$ cat src/rtl/grid_neighbour_index_defines.svh
// assertion macros for the grid neighbour index block
`ifndef GRID_NEIGHBOUR_INDEX_DEFINES_SVH
`define GRID_NEIGHBOUR_INDEX_DEFINES_SVH

// same-cycle implication, checked on clk outside reset
`define GNI_CHECK_NOW(label, ante, cons, msg) \
  label: assert property (@(posedge clk) disable iff (!rst_n) (ante) |-> (cons)) \
    else $error(msg);

// next-cycle implication, checked on clk outside reset
`define GNI_CHECK_NEXT(label, ante, cons, msg) \
  label: assert property (@(posedge clk) disable iff (!rst_n) (ante) |=> (cons)) \
    else $error(msg);

`endif

$ cat src/rtl/gni_pkg.sv
// shared types, constants and lookup functions for the grid neighbour index block
package gni_pkg;

  localparam int LOC_W      = 20;
  localparam int DIR_W      = 3;
  localparam int BC_W       = 4;
  localparam int KIND_W     = 2;
  localparam int DIM_W      = 11;
  localparam int CFG_IDX_W  = 2;
  localparam int CELLS_W    = 21;
  localparam int OFF_W      = 22;
  localparam int REM_W      = DIM_W;
  localparam int DIV_STAGES = LOC_W;
  localparam int FIFO_DEPTH = 2;
  localparam int FIFO_PTR_W = $clog2(FIFO_DEPTH);
  localparam int FIFO_CNT_W = $clog2(FIFO_DEPTH + 1);

  localparam logic [DIM_W-1:0] MAX_WIDTH  = 11'd1024;
  localparam logic [DIM_W-1:0] MAX_HEIGHT = 11'd1024;
  localparam logic [DIM_W-1:0] MIN_DIM    = 11'd2;
  localparam logic [DIM_W-1:0] RESET_DIM  = 11'd64;

  localparam logic [KIND_W-1:0] KIND_SQUARE = 2'd0;
  localparam logic [KIND_W-1:0] KIND_ORTHO  = 2'd1;
  localparam logic [KIND_W-1:0] KIND_HEX    = 2'd2;

  localparam logic [CFG_IDX_W-1:0] CFG_KIND   = 2'd0;
  localparam logic [CFG_IDX_W-1:0] CFG_WIDTH  = 2'd1;
  localparam logic [CFG_IDX_W-1:0] CFG_HEIGHT = 2'd2;

  localparam logic [BC_W-1:0] BC_NONE        = 4'd0;
  localparam logic [BC_W-1:0] BC_TOP         = 4'd1;
  localparam logic [BC_W-1:0] BC_BOTTOM      = 4'd2;
  localparam logic [BC_W-1:0] BC_LEFT        = 4'd4;
  localparam logic [BC_W-1:0] BC_RIGHT       = 4'd8;
  localparam logic [BC_W-1:0] BC_HEX_ODD_INT = 4'd11;

  localparam logic signed [OFF_W-1:0] ONE_S = 22'sd1;

  typedef struct packed {
    logic [LOC_W-1:0] location;
    logic [DIR_W-1:0] direction;
  } gni_in_t;

  typedef struct packed {
    logic [LOC_W-1:0] neighbour;
    logic             valid_res;
    logic [BC_W-1:0]  boundary_class;
  } gni_out_t;

  typedef struct packed {
    logic [LOC_W-1:0] location;
    logic [DIR_W-1:0] direction;
    logic             in_range;
  } gni_side_t;

  typedef struct packed {
    logic [LOC_W-1:0] location;
    logic [DIR_W-1:0] direction;
    logic [BC_W-1:0]  bc;
    logic             go;
    logic             odd;
  } gni_cls_t;

  typedef struct packed {
    logic [KIND_W-1:0] kind;
    logic [DIM_W-1:0]  width;
    logic [DIM_W-1:0]  height;
    logic [CELLS_W-1:0] cells;
  } gni_cfg_t;

  function automatic logic [DIM_W-1:0] clamp_dim(input logic [DIM_W-1:0] v,
                                                 input logic [DIM_W-1:0] maxv);
    logic [DIM_W-1:0] r;
    r = v;
    if (v < MIN_DIM) begin
      r = MIN_DIM;
    end else if (v > maxv) begin
      r = maxv;
    end
    return r;
  endfunction

  function automatic logic [7:0] dir_mask(input logic [KIND_W-1:0] kind,
                                          input logic [BC_W-1:0] bc);
    logic [7:0] m;
    m = 8'h00;
    if (kind == KIND_SQUARE) begin
      case (bc)
        4'd0:    m = 8'hFF;
        4'd1:    m = 8'h7C;
        4'd2:    m = 8'hC7;
        4'd4:    m = 8'h1F;
        4'd5:    m = 8'h1C;
        4'd6:    m = 8'h07;
        4'd8:    m = 8'hF1;
        4'd9:    m = 8'h70;
        4'd10:   m = 8'hC1;
        default: m = 8'h00;
      endcase
    end else if (kind == KIND_ORTHO) begin
      case (bc)
        4'd0:    m = 8'h0F;
        4'd1:    m = 8'h0E;
        4'd2:    m = 8'h0B;
        4'd4:    m = 8'h07;
        4'd5:    m = 8'h06;
        4'd6:    m = 8'h03;
        4'd8:    m = 8'h0D;
        4'd9:    m = 8'h0C;
        4'd10:   m = 8'h09;
        default: m = 8'h00;
      endcase
    end else if (kind == KIND_HEX) begin
      case (bc)
        4'd0:    m = 8'h3F;
        4'd1:    m = 8'h1E;
        4'd2:    m = 8'h33;
        4'd3:    m = 8'h07;
        4'd4:    m = 8'h2F;
        4'd5:    m = 8'h0E;
        4'd6:    m = 8'h03;
        4'd7:    m = 8'h3D;
        4'd8:    m = 8'h38;
        4'd9:    m = 8'h18;
        4'd10:   m = 8'h31;
        4'd11:   m = 8'h3F;
        default: m = 8'h00;
      endcase
    end
    return m;
  endfunction

  function automatic logic signed [OFF_W-1:0] dir_offset(input logic [KIND_W-1:0] kind,
                                                         input logic odd,
                                                         input logic [DIR_W-1:0] dir,
                                                         input logic [DIM_W-1:0] w);
    logic signed [OFF_W-1:0] ws;
    logic signed [OFF_W-1:0] o;
    ws = signed'(OFF_W'(w));
    o  = '0;
    if (kind == KIND_SQUARE) begin
      case (dir)
        3'd0:    o = -ws;
        3'd1:    o = -ws + ONE_S;
        3'd2:    o = ONE_S;
        3'd3:    o = ws + ONE_S;
        3'd4:    o = ws;
        3'd5:    o = ws - ONE_S;
        3'd6:    o = -ONE_S;
        default: o = -ws - ONE_S;
      endcase
    end else if (kind == KIND_ORTHO) begin
      case (dir[1:0])
        2'd0:    o = -ws;
        2'd1:    o = ONE_S;
        2'd2:    o = ws;
        default: o = -ONE_S;
      endcase
    end else if (odd) begin
      case (dir)
        3'd0:    o = -ws;
        3'd1:    o = ONE_S;
        3'd2:    o = ws;
        3'd3:    o = ws - ONE_S;
        3'd4:    o = -ONE_S;
        3'd5:    o = -ws - ONE_S;
        default: o = '0;
      endcase
    end else begin
      case (dir)
        3'd0:    o = -ws + ONE_S;
        3'd1:    o = ONE_S;
        3'd2:    o = ws + ONE_S;
        3'd3:    o = ws;
        3'd4:    o = -ONE_S;
        3'd5:    o = -ws;
        default: o = '0;
      endcase
    end
    return o;
  endfunction

endpackage

$ cat src/rtl/gni_div.sv
// pipelined restoring divider, one quotient bit per stage, splits location into row and column
module gni_div (
  input  logic                   clk,
  input  logic                   rst_n,
  input  logic                   en,
  input  logic                   in_v,
  input  gni_pkg::gni_side_t     in_side,
  input  logic [gni_pkg::DIM_W-1:0] divisor,
  output logic                   out_v,
  output logic [gni_pkg::LOC_W-1:0] quotient,
  output logic [gni_pkg::REM_W-1:0] remainder,
  output gni_pkg::gni_side_t     out_side
);
  import gni_pkg::*;

  logic [DIV_STAGES-1:0] v_r;
  logic [REM_W-1:0]      rem_r   [DIV_STAGES];
  logic [LOC_W-1:0]      quo_r   [DIV_STAGES];
  logic [LOC_W-1:0]      dvd_r   [DIV_STAGES];
  gni_side_t             side_r  [DIV_STAGES];

  logic [REM_W-1:0]      rem_nxt [DIV_STAGES];
  logic [LOC_W-1:0]      quo_nxt [DIV_STAGES];
  logic [LOC_W-1:0]      dvd_nxt [DIV_STAGES];

  always_comb begin
    logic [REM_W-1:0] rem_p;
    logic [LOC_W-1:0] quo_p;
    logic [LOC_W-1:0] dvd_p;
    logic [REM_W:0]   rem_sh;
    logic [REM_W:0]   rem_sub;
    logic             ge;
    for (int s = 0; s < DIV_STAGES; s++) begin
      if (s == 0) begin
        rem_p = '0;
        quo_p = '0;
        dvd_p = in_side.location;
      end else begin
        rem_p = rem_r[s-1];
        quo_p = quo_r[s-1];
        dvd_p = dvd_r[s-1];
      end
      rem_sh     = {rem_p, dvd_p[LOC_W-1]};
      ge         = rem_sh >= {1'b0, divisor};
      rem_sub    = rem_sh - {1'b0, divisor};
      rem_nxt[s] = ge ? rem_sub[REM_W-1:0] : rem_sh[REM_W-1:0];
      quo_nxt[s] = {quo_p[LOC_W-2:0], ge};
      dvd_nxt[s] = {dvd_p[LOC_W-2:0], 1'b0};
    end
  end

  always_ff @(posedge clk) begin
    if (!rst_n) begin
      v_r <= '0;
    end else if (en) begin
      v_r <= {v_r[DIV_STAGES-2:0], in_v};
    end
  end

  always_ff @(posedge clk) begin
    if (en) begin
      for (int s = 0; s < DIV_STAGES; s++) begin
        rem_r[s] <= rem_nxt[s];
        quo_r[s] <= quo_nxt[s];
        dvd_r[s] <= dvd_nxt[s];
        side_r[s] <= (s == 0) ? in_side : side_r[(s == 0) ? 0 : s - 1];
      end
    end
  end

  assign out_v     = v_r[DIV_STAGES-1];
  assign quotient  = quo_r[DIV_STAGES-1];
  assign remainder = rem_r[DIV_STAGES-1];
  assign out_side  = side_r[DIV_STAGES-1];

endmodule

$ cat src/rtl/gni_front.sv
// front end: accepts items, range check, row and column split, boundary classification
module gni_front (
  input  logic              clk,
  input  logic              rst_n,
  input  gni_pkg::gni_cfg_t cfg,
  input  logic              in_valid,
  output logic              in_ready,
  input  gni_pkg::gni_in_t  in_data,
  output logic              cls_valid,
  input  logic              cls_ready,
  output gni_pkg::gni_cls_t cls_data
);
  import gni_pkg::*;

  logic             adv;
  gni_side_t        side_in;
  logic             div_v;
  logic [LOC_W-1:0] row;
  logic [REM_W-1:0] col;
  gni_side_t        div_side;
  gni_cls_t         cls_nxt;
  logic             cls_v_r;
  gni_cls_t         cls_r;

  assign adv      = !cls_v_r || cls_ready;
  assign in_ready = adv;

  always_comb begin
    side_in.location  = in_data.location;
    side_in.direction = in_data.direction;
    side_in.in_range  = {1'b0, in_data.location} < cfg.cells;
  end

  gni_div u_div (
    .clk       (clk),
    .rst_n     (rst_n),
    .en        (adv),
    .in_v      (in_valid),
    .in_side   (side_in),
    .divisor   (cfg.width),
    .out_v     (div_v),
    .quotient  (row),
    .remainder (col),
    .out_side  (div_side)
  );

  always_comb begin
    logic [BC_W-1:0] base;
    logic [BC_W-1:0] bc;
    logic [7:0]      mask;
    logic            hex;
    hex  = cfg.kind == KIND_HEX;
    base = BC_NONE;
    if (col == '0) begin
      base = BC_LEFT;
    end else if (col == cfg.width - 11'd1) begin
      base = BC_RIGHT;
    end
    bc = base;
    if (row == '0) begin
      bc = base | BC_TOP;
    end else if (row == LOC_W'(cfg.height - 11'd1)) begin
      bc = base | BC_BOTTOM;
    end else if (hex && row[0]) begin
      bc = (base == BC_NONE) ? BC_HEX_ODD_INT : base - 4'd1;
    end
    if (!div_side.in_range) begin
      bc = BC_NONE;
    end
    mask              = dir_mask(cfg.kind, bc);
    cls_nxt.location  = div_side.location;
    cls_nxt.direction = div_side.direction;
    cls_nxt.bc        = bc;
    cls_nxt.go        = div_side.in_range && mask[div_side.direction];
    cls_nxt.odd       = hex && bc[1];
  end

  always_ff @(posedge clk) begin
    if (!rst_n) begin
      cls_v_r <= 1'b0;
    end else if (adv) begin
      cls_v_r <= div_v;
    end
  end

  always_ff @(posedge clk) begin
    if (adv) begin
      cls_r <= cls_nxt;
    end
  end

  assign cls_valid = cls_v_r;
  assign cls_data  = cls_r;

endmodule

$ cat src/rtl/gni_fifo.sv
// short queue between the classifying front end and the address back end
module gni_fifo (
  input  logic              clk,
  input  logic              rst_n,
  input  logic              push_valid,
  output logic              push_ready,
  input  gni_pkg::gni_cls_t push_data,
  output logic              pop_valid,
  input  logic              pop_ready,
  output gni_pkg::gni_cls_t pop_data
);
  import gni_pkg::*;

  gni_cls_t              mem_r [FIFO_DEPTH];
  logic [FIFO_PTR_W-1:0] wr_ptr_r;
  logic [FIFO_PTR_W-1:0] rd_ptr_r;
  logic [FIFO_CNT_W-1:0] cnt_r;
  logic [FIFO_CNT_W-1:0] cnt_nxt;
  logic                  push;
  logic                  pop;

  assign push_ready = cnt_r != FIFO_CNT_W'(FIFO_DEPTH);
  assign pop_valid  = cnt_r != '0;
  assign push       = push_valid && push_ready;
  assign pop        = pop_valid && pop_ready;
  assign pop_data   = mem_r[rd_ptr_r];

  always_comb begin
    cnt_nxt = cnt_r;
    if (push && !pop) begin
      cnt_nxt = cnt_r + 1'b1;
    end else if (pop && !push) begin
      cnt_nxt = cnt_r - 1'b1;
    end
  end

  always_ff @(posedge clk) begin
    if (!rst_n) begin
      wr_ptr_r <= '0;
      rd_ptr_r <= '0;
      cnt_r    <= '0;
    end else begin
      cnt_r <= cnt_nxt;
      if (push) begin
        wr_ptr_r <= wr_ptr_r + 1'b1;
      end
      if (pop) begin
        rd_ptr_r <= rd_ptr_r + 1'b1;
      end
    end
  end

  always_ff @(posedge clk) begin
    if (push) begin
      mem_r[wr_ptr_r] <= push_data;
    end
  end

endmodule

$ cat src/rtl/gni_back.sv
// back end: neighbour offset, bounds check and output register
module gni_back (
  input  logic              clk,
  input  logic              rst_n,
  input  gni_pkg::gni_cfg_t cfg,
  input  logic              cls_valid,
  output logic              cls_ready,
  input  gni_pkg::gni_cls_t cls_data,
  output logic              out_valid,
  input  logic              out_ready,
  output gni_pkg::gni_out_t out_data
);
  import gni_pkg::*;

  logic                    out_v_r;
  gni_out_t                out_r;
  gni_out_t                res_nxt;
  logic                    take;

  assign cls_ready = !out_v_r || out_ready;
  assign take      = cls_valid && cls_ready;

  always_comb begin
    logic signed [OFF_W-1:0] off;
    logic signed [OFF_W-1:0] n;
    logic                    ok;
    off = dir_offset(cfg.kind, cls_data.odd, cls_data.direction, cfg.width);
    n   = signed'(OFF_W'(cls_data.location)) + off;
    ok  = cls_data.go && (off != '0) && !n[OFF_W-1]
          && (n[OFF_W-2:0] < cfg.cells);
    res_nxt.neighbour      = ok ? n[LOC_W-1:0] : '0;
    res_nxt.valid_res      = ok;
    res_nxt.boundary_class = cls_data.bc;
  end

  always_ff @(posedge clk) begin
    if (!rst_n) begin
      out_v_r <= 1'b0;
    end else if (cls_ready) begin
      out_v_r <= cls_valid;
    end
  end

  always_ff @(posedge clk) begin
    if (take) begin
      out_r <= res_nxt;
    end
  end

  assign out_valid = out_v_r;
  assign out_data  = out_r;

endmodule

$ cat src/rtl/grid_neighbour_index.sv
// top level of the grid neighbour index block
// usage:
//   in_* channel carries one transaction per lookup: a linear cell index and a
//   direction. out_* returns one transaction per lookup, in order: neighbour
//   index, valid flag and boundary class. cfg_* writes grid kind (index 0),
//   width (1) and height (2); width and height are clamped to 2..1024 on write.
//   the user must write configuration only while no lookup is in flight;
//   the block does not enforce it, and cfg_ready is always high.
//   throughput: one transaction per cycle sustained, with no gaps, while the receiver does not stall.
//   an accepted lookup passes through the 20-stage divider that splits row and
//   column (its first stage loads at the accepting edge), then a classify
//   register, the queue and the output register.
//   when the receiver stalls, the output register holds, the two-entry queue
//   fills, then the whole front pipeline freezes and in_ready drops.
//   reset (rst_n low, synchronous) empties all stages and sets a square grid
//   of 64 by 64 cells.
module grid_neighbour_index (
  input  logic                          clk,
  input  logic                          rst_n,
  input  logic                          in_valid,
  output logic                          in_ready,
  input  gni_pkg::gni_in_t              in_data,
  output logic                          out_valid,
  input  logic                          out_ready,
  output gni_pkg::gni_out_t             out_data,
  input  logic                          cfg_valid,
  output logic                          cfg_ready,
  input  logic [gni_pkg::CFG_IDX_W-1:0] cfg_index,
  input  logic [gni_pkg::DIM_W-1:0]     cfg_data
);
  import gni_pkg::*;

  `include "grid_neighbour_index_defines.svh"

  logic [KIND_W-1:0] kind_r;
  logic [DIM_W-1:0]  width_r;
  logic [DIM_W-1:0]  height_r;
  logic [2*DIM_W-1:0] area;
  gni_cfg_t          cfg;

  logic              front_v;
  logic              q_ready;
  gni_cls_t          front_d;
  logic              q_v;
  logic              back_ready;
  gni_cls_t          q_d;

  assign cfg_ready = 1'b1;

  always_ff @(posedge clk) begin
    if (!rst_n) begin
      kind_r   <= KIND_SQUARE;
      width_r  <= RESET_DIM;
      height_r <= RESET_DIM;
    end else if (cfg_valid && cfg_ready) begin
      case (cfg_index)
        CFG_KIND:   kind_r   <= cfg_data[KIND_W-1:0];
        CFG_WIDTH:  width_r  <= clamp_dim(cfg_data, MAX_WIDTH);
        CFG_HEIGHT: height_r <= clamp_dim(cfg_data, MAX_HEIGHT);
        default:    kind_r   <= kind_r;
      endcase
    end
  end

  assign area = width_r * height_r;

  always_comb begin
    cfg.kind   = kind_r;
    cfg.width  = width_r;
    cfg.height = height_r;
    cfg.cells  = area[CELLS_W-1:0];
  end

  gni_front u_front (
    .clk       (clk),
    .rst_n     (rst_n),
    .cfg       (cfg),
    .in_valid  (in_valid),
    .in_ready  (in_ready),
    .in_data   (in_data),
    .cls_valid (front_v),
    .cls_ready (q_ready),
    .cls_data  (front_d)
  );

  gni_fifo u_fifo (
    .clk        (clk),
    .rst_n      (rst_n),
    .push_valid (front_v),
    .push_ready (q_ready),
    .push_data  (front_d),
    .pop_valid  (q_v),
    .pop_ready  (back_ready),
    .pop_data   (q_d)
  );

  gni_back u_back (
    .clk       (clk),
    .rst_n     (rst_n),
    .cfg       (cfg),
    .cls_valid (q_v),
    .cls_ready (back_ready),
    .cls_data  (q_d),
    .out_valid (out_valid),
    .out_ready (out_ready),
    .out_data  (out_data)
  );

  `GNI_CHECK_NOW(a_invalid_is_zero, out_valid && !out_data.valid_res, out_data.neighbour == '0, "invalid result carries a nonzero neighbour")
  `GNI_CHECK_NOW(a_neighbour_in_grid, out_valid && out_data.valid_res, {1'b0, out_data.neighbour} < cfg.cells, "neighbour outside the grid")
  `GNI_CHECK_NOW(a_front_open_when_empty, !front_v, in_ready, "input stalled while the classify stage is empty")
  `GNI_CHECK_NEXT(a_front_holds_on_full, front_v && !q_ready, front_v && $stable(front_d), "classified item lost while the queue is full")

endmodule

$ cat config.mk
export PLATFORM = sky130hd
export DESIGN_NAME = grid_neighbour_index
export DESIGN_NICKNAME = d
export VERILOG_FILES = /design/src/rtl/gni_pkg.sv /design/src/rtl/gni_div.sv /design/src/rtl/gni_front.sv /design/src/rtl/gni_fifo.sv /design/src/rtl/gni_back.sv /design/src/rtl/grid_neighbour_index.sv
export VERILOG_INCLUDE_DIRS = /design/src /design/src/rtl
export SDC_FILE = /design/constraint.sdc
export NUM_CORES = 2
export LEC_CHECK = 0
export BUFFER_PORTS_ARGS = -buffer_cell sky130_fd_sc_hd__buf_2
export CAP_MARGIN = 40
export CELL_PAD_IN_SITES_DETAIL_PLACEMENT = 1
export CELL_PAD_IN_SITES_GLOBAL_PLACEMENT = 1
export CORE_MARGIN = 2
export CORE_UTILIZATION = 55
export CTS_BUF_LIST = sky130_fd_sc_hd__clkbuf_2
export CTS_CLUSTER_DIAMETER = 200
export DETAILED_ROUTE_END_ITERATION = 7
export PLACE_DENSITY = 0.8
export SLEW_MARGIN = 20
export SYNTH_ARGS = -nofsm -noshare
export SYNTH_HDL_FRONTEND = slang
export SYNTH_SLANG_ARGS = --single-unit
$ cat constraint.sdc
create_clock -name clk -period 40.5 [get_ports clk]
set_clock_uncertainty 0.15 [all_clocks]
set_input_delay 4.05 -clock clk [delete_from_list [all_inputs] [get_ports clk]]
set_output_delay 4.05 -clock clk [all_outputs]
set_load 0.01 [all_outputs]
# Word-level counts from Yosys, hierarchy flattened
# Memory sizes are Yosys's and may differ from the RTL's. A register that Yosys moved wholly into a read port is not among the register bits.
# Cells that the tools add are included.
# word_totals
ramBits	1538
input_bits	41
elab_cells	178
ff_bits	104
mem_bits_ro	288
memories	8
# memory_table
name	words	word_bits	read_ports	rd_ports_with_merged_regs	write_ports	line_no	rtl
u_front.u_div.side_r	20	24	20	0	20	gni_div.sv:20	gni_side_t side_r [DIV_STAGES];
u_front.u_div.quo_r	20	20	20	0	20	gni_div.sv:18	logic [LOC_W-1:0] quo_r [DIV_STAGES];
u_front.u_div.dvd_r	20	19	19	0	20	gni_div.sv:19	logic [LOC_W-1:0] dvd_r [DIV_STAGES];
u_front.u_div.rem_r	20	11	20	0	20	gni_div.sv:17	logic [REM_W-1:0] rem_r [DIV_STAGES];
(no name shown)	16	8	1	0	0	gni_pkg.sv:89	case (bc)
(no name shown)	16	6	1	0	0	gni_pkg.sv:115	case (bc)
2 more memories	n/a	n/a	n/a	n/a	n/a	n/a	
# classes
mul	1
eq_ne	15
magnitude_cmp	25
add_sub_neg	33
reduce_logical	30
mux	49
# ops
operator	n
case mux 22 bit (6 select lines)	2
two-way mux 11 bit	22
greater-or-equal comparator 12 x 11 -> 1 bit	19
subtractor 11 bit	19
case mux 22 bit (7 select lines)	1
two-way mux 22 bit	3
case mux 22 bit (3 select lines)	1
two-way mux 4 bit	7
two-way mux 8 bit	3
subtractor 11 x 1 -> 12 bit (second input constant)	2
adder 21 x 22 -> 22 bit	1
adder 22 x 2 -> 22 bit (second input constant)	1
negator 11 -> 22 bit	1
nonzero test 22 bit	1
subtractor 22 x 2 -> 22 bit (second input constant)	1
< comparator 20 x 21 -> 1 bit	1
< comparator 21 bit	1
multiplier 11 x 11 -> 21 bit	1
equality test 20 bit	1
zero test 20 bit	1
adder 11 x 1 -> 12 bit (second input constant)	1
equality test 11 bit	1
greater-or-equal comparator 1 x 11 -> 1 bit	1
greater-than comparator 11 bit (second input constant)	1
26 further kinds	60

# Longest topological paths before layout
# An unclocked memory read counts as a cell.
# logic_depth
depth_word	17
mapped_depth	35
mapped_depth_nobuf	29

# Hierarchy
# From an unflattened synthesis, not the netlist that was laid out.
# hier_totals
cells_unflattened	4615
area_unflattened_um2	57781.7
# by_module_without_submodules
module	area_per_inst_um2	cells_per_inst	n_inst
gni_div	41602.4	2763	1
gni_back	6054.6	838	1
grid_neighbour_index	5004.8	595	1
gni_front	2788.9	305	1
gni_fifo	2331.0	114	1

# Worst setup path after synthesis
# OpenSTA, ideal clock, no wires.
# synth_path
path_kind	register to output
from	register u_fifo.cnt_r[0]
to	output in_ready
slack_ns	10.043
arrival_ns	26.257
path_stages_with_launch	5
t_required_ns	36.300
path_buffers	1
cell_sequence	dfxtp_1 -> nand2b_1 -> nor2_1 -> inv_1 -> clkbuf_1
# synth_via
elab_chain_len	2
# synth_rtl
item	line_no	rtl
start: declaration	gni_fifo.sv:17	logic [FIFO_CNT_W-1:0] cnt_r;
start signal: assignment	gni_fifo.sv:43	cnt_r <= cnt_nxt;
inequality test 2 bit	gni_fifo.sv:22	assign push_ready = cnt_r != FIFO_CNT_W'(FIFO_DEPTH);
logical OR 1 bit	gni_front.sv:25	assign adv = !cls_v_r || cls_ready;
end: declaration	grid_neighbour_index.sv:21	output logic in_ready,
# No other way between the ends.

==> metrics list <==
- Run status: finished clean
- In this run, post-CTS hold repair placed 0 buffers.
- Number of enable-type register cells in the synthesized netlist: 1022
- Of all nets on the critical path, the largest fanout is 34.
- RSZ-0062 raised after global routing: false
* Commonest cells in the netlist: sky130_fd_sc_hd__edfxtp_1, sky130_fd_sc_hd__nor2_1, sky130_fd_sc_hd__nand2_1
* Leading cell type by number of instances after synthesis: sky130_fd_sc_hd__edfxtp_1
* Quantity of I/O buffers inserted on ports: 67
- Across the whole layout, storage elements account for ~32000 um2.
* Measured slew at the worst slew-check pin: 1.09 ns
* Weighted congestion at the end of routability-driven global placement: between 0.9 and 1
- Clock transition at the registers of the reported paths: 0.11 ns
- Headroom to the max-slew limit came out at 0.274.
- Detailed placer's ending HPWL: 100000 um
* Routed via count: 36.9k
* Most prevalent standard cell on the critical path: sky130_fd_sc_hd__o21ai_0
* Crit Reg-Reg Endpoint: u_back.out_data[24]
- Maximum level of the CTS H-tree: 5
* Total count of hold-check failures in the final report: 0
- Dividing the final minimum period by the clock period gives 0.211.
- Synthesis produced a netlist with a net count of slightly below 5k.
* Reg2Reg Depth: 30
- The largest individual stage delay along the critical path comes from the cell sky130_fd_sc_hd__ha_1.
* Portion of synthesized cell area occupied by the leading cell type: 0.561
* Global-route wire length before repair: 226000 um
- In this run the mean area of a mapped cell was approximately 13 um2.
- Max-cap check violation count: 0
- After detailed routing, the average wire length per cell comes to about 24 um.
- Total global-route track usage: 0.288
- The net count of the finished layout is between 5k and 6k.
- Count of cell types in the netlist: 101
* Most frequently used flop master after synthesis: sky130_fd_sc_hd__edfxtp_1
- Overall die area: just over 100000 um2
- Biggest area contributors in the synthesized netlist: sky130_fd_sc_hd__edfxtp_1, sky130_fd_sc_hd__ha_1, sky130_fd_sc_hd__fa_1, sky130_fd_sc_hd__mux2_2, sky130_fd_sc_hd__nor2_1
- IR analysis of the VDD net gives a maximum drop of 38.1 uV.
- Cell area power density: 64.1 nW/um2
* Post-placement setup slack: 32.16 ns
* Longest Clk Path Bufs: 4
- After clock tree synthesis, the repair step resized 0 gates.
- Summed negative setup slack over all endpoints: 0 ns
- The synthesized design spends more area on one cell type than any other, namely sky130_fd_sc_hd__edfxtp_1.
- The detailed router finished its first iteration with 2889 violations.
* TritonCTS clock tree: done
- The worst hold path passes through 0 cells.
* Vertical die dimension: between 300 and 400 um
* Boundary Pins: 69
- The worst path in the final design needs a cycle of ~8.6 ns, including I/O delays and setup.
- Total power for the finished layout comes to 0.00381 W.
* Kind of start point of the critical path: register
- On the worst path, the slowest cell contributes a delay of 0.73 ns.
* Class of the most critical setup path: register to register
- Initial Utilization: 0.556
- Leakage component of the power: 23.6 nW
* Layout cell share with drive strength beyond 1: 0.169
* Initial antenna violation count: 4
- Number of global-route vias before repair: 39.7k
- In the synthesized netlist the async set-or-reset flop fraction comes to 0.
- The first detailed-routing pass ran for 5 iterations.
* Synth Instances: 4356
- Synthesis-to-finish area growth: 8.43%
* Fillcell total: approximately 10k
* Area used by multi-input combinational logic: 21200 um2
* Endpoint class of the critical path: register
- In this run the most critical hold path is launched from u_front.u_div.quo_r[2][60].
* Insertion delay of the later-clocked pin in the worst-skew pair: between 1.5 and 2 ns
* Seq/Total Area, Yosys: 0.579
- The die is 320 um wide.
* Final routed DRC violation total: 0
- Global routing finished with a remaining overflow of 0.
* Flip-flop and latch count after synthesis: 1073
- Counting the buffers created by CTS gives 290.
* Setup-failing EPs final: 0
* Highest clock rate: 0.117 GHz
- Worst reg2reg setup slack: 31.94 ns
- The tightest min-delay check is of the register to register type.
- During synthesis, Yosys emitted a total of 0 warnings.
* Crit path setup slack, layout: 31.94 ns
- Count of buffers added by post-CTS timing repair for setup: 0
* Data arrival, critical path: 9.80 ns
- After floorplanning, the core was sized to cover just under 100000 um2.
- Entering global routing, the biggest net connects 171 pins.
* Critical path data required time: between 40 and 50 ns
* Number of max-slew violations in the final report: 0
- In this run the clock root is driven by a sky130_fd_sc_hd__clkbuf_2.
- In this run the core area contains 115 standard-cell rows.
- Residual antenna-violating net count after detailed routing: 0
- Counting every sink on the clock net gives 1073.
- Synthesized area: 54800 um2
- After detailed routing, the number of vias per cell comes to 6.02.
- For hold timing, the worst endpoint is u_front.u_div.quo_r[3][1].
- Wires add up to about 150000 um.
worst max-delay path by stage:
stage	start	end	slack (ns)
floorplan	u_fifo.cnt_r[0]	in_ready	10.04
global placement	register	u_back.out_data[24]	32.32
detailed placement	register	u_back.out_data[24]	32.16
CTS	register	u_back.out_data[24]	31.99
global route	register	u_back.out_data[24]	31.38
finish	register	u_back.out_data[24]	31.94
state kept, by name, indices dropped and copies added (netlist names), 20 cells and up, named ones only:
register,cells
u_front.cls_data,29
u_front.u_div.rem_r,220
u_back.out_data,25
u_fifo.mem_r,58
u_front.u_div.v_r,20
u_front.u_div.side_r,480
u_front.u_div.quo_r,210
critical path, delay by kind of cell, from the launching register on:
family	cells	cell delay, ns
AOI/OAI and AO/OA	15	3.20
and+or+nand+nor	5	0.85
xor gates and xnor gates	1	0.21
buffers and inverters	5	1.78
adders and majority gates	3	1.49
DFF	1	0.32
muxes	1	0.36
metrics by stage:
step	hold WS [ns]	util	cells	instance area [um2]
after floorplan	0.250	-	4356	54800
after global placement	0.250	0.574	5630	56500
after detailed placement	0.255	0.577	5660	56900
after CTS	0.162	0.601	6119	59200
after global routing	0.177	0.602	6128	59400
final	0.181	0.602	6129	59400
power by group:
part	internal (W)	switching (W)
registers	0.00154	0.000139
logic	0.000604	0.000796
clock network	0.000275	0.000451
logic make-up (layout without fill, tap and decap cells):
kind of cell | Yosys count | in the layout | synth area share
and+or+nand+nor | 1232 | 1232 | 0.111
adders and majority gates | 444 | 444 | 0.115
muxes | 230 | 230 | 0.0464
AOI/OAI and AO/OA | 794 | 794 | 0.0962
xor gates and xnor gates | 117 | 117 | 0.0191
DFF | 1073 | 1073 | 0.579
other | 1 | 3 | 0.0000685
buffers and inverters | 465 | 949 | 0.0331
layer usage:
layer	vias to the layer above	wire length (um)	global-route usage
met5	-	0	0
met4	0	6690	0.139
met3	437	9110	0.0615
met2	1305	71100	0.483
met1	18400	59500	0.355
li1	16750	-	-
layout by cell type, fill, tap and decap left out, drive strengths merged, types with 25 or more instances in the layout:
master / n
edfxtp: 1022
nor2: 425
clkbuf: 388
nand2: 353
ha: 345
inv: 337
o21ai: 221
mux2: 177
a21boi: 161
buf: 151
a21oi: 118
fa: 99
xnor2: 85
nand3: 70
clkinv: 68
nor3: 63
nor2b: 57
nand4: 54
mux2i: 53
dfxtp: 51
and2: 49
xor2: 32
o21a: 32
o31ai: 30
a31oi: 27
o2111ai: 27
nor3b: 25
cell type report:
cell class / instances / share of cell area
Antenna cell: 2 / 0.0000843
Clock inverter: 72 / 0.00639
Tap cell: 1287 / 0.0271
Multi-Input combinational cell: 2818 / 0.358
Timing Repair Buffer: 153 / 0.0204
Clock buffer: 387 / 0.0326
Inverter: 337 / 0.0215
Sequential cell: 1073 / 0.534
Note: power is estimated with default switching activity, not from simulation.
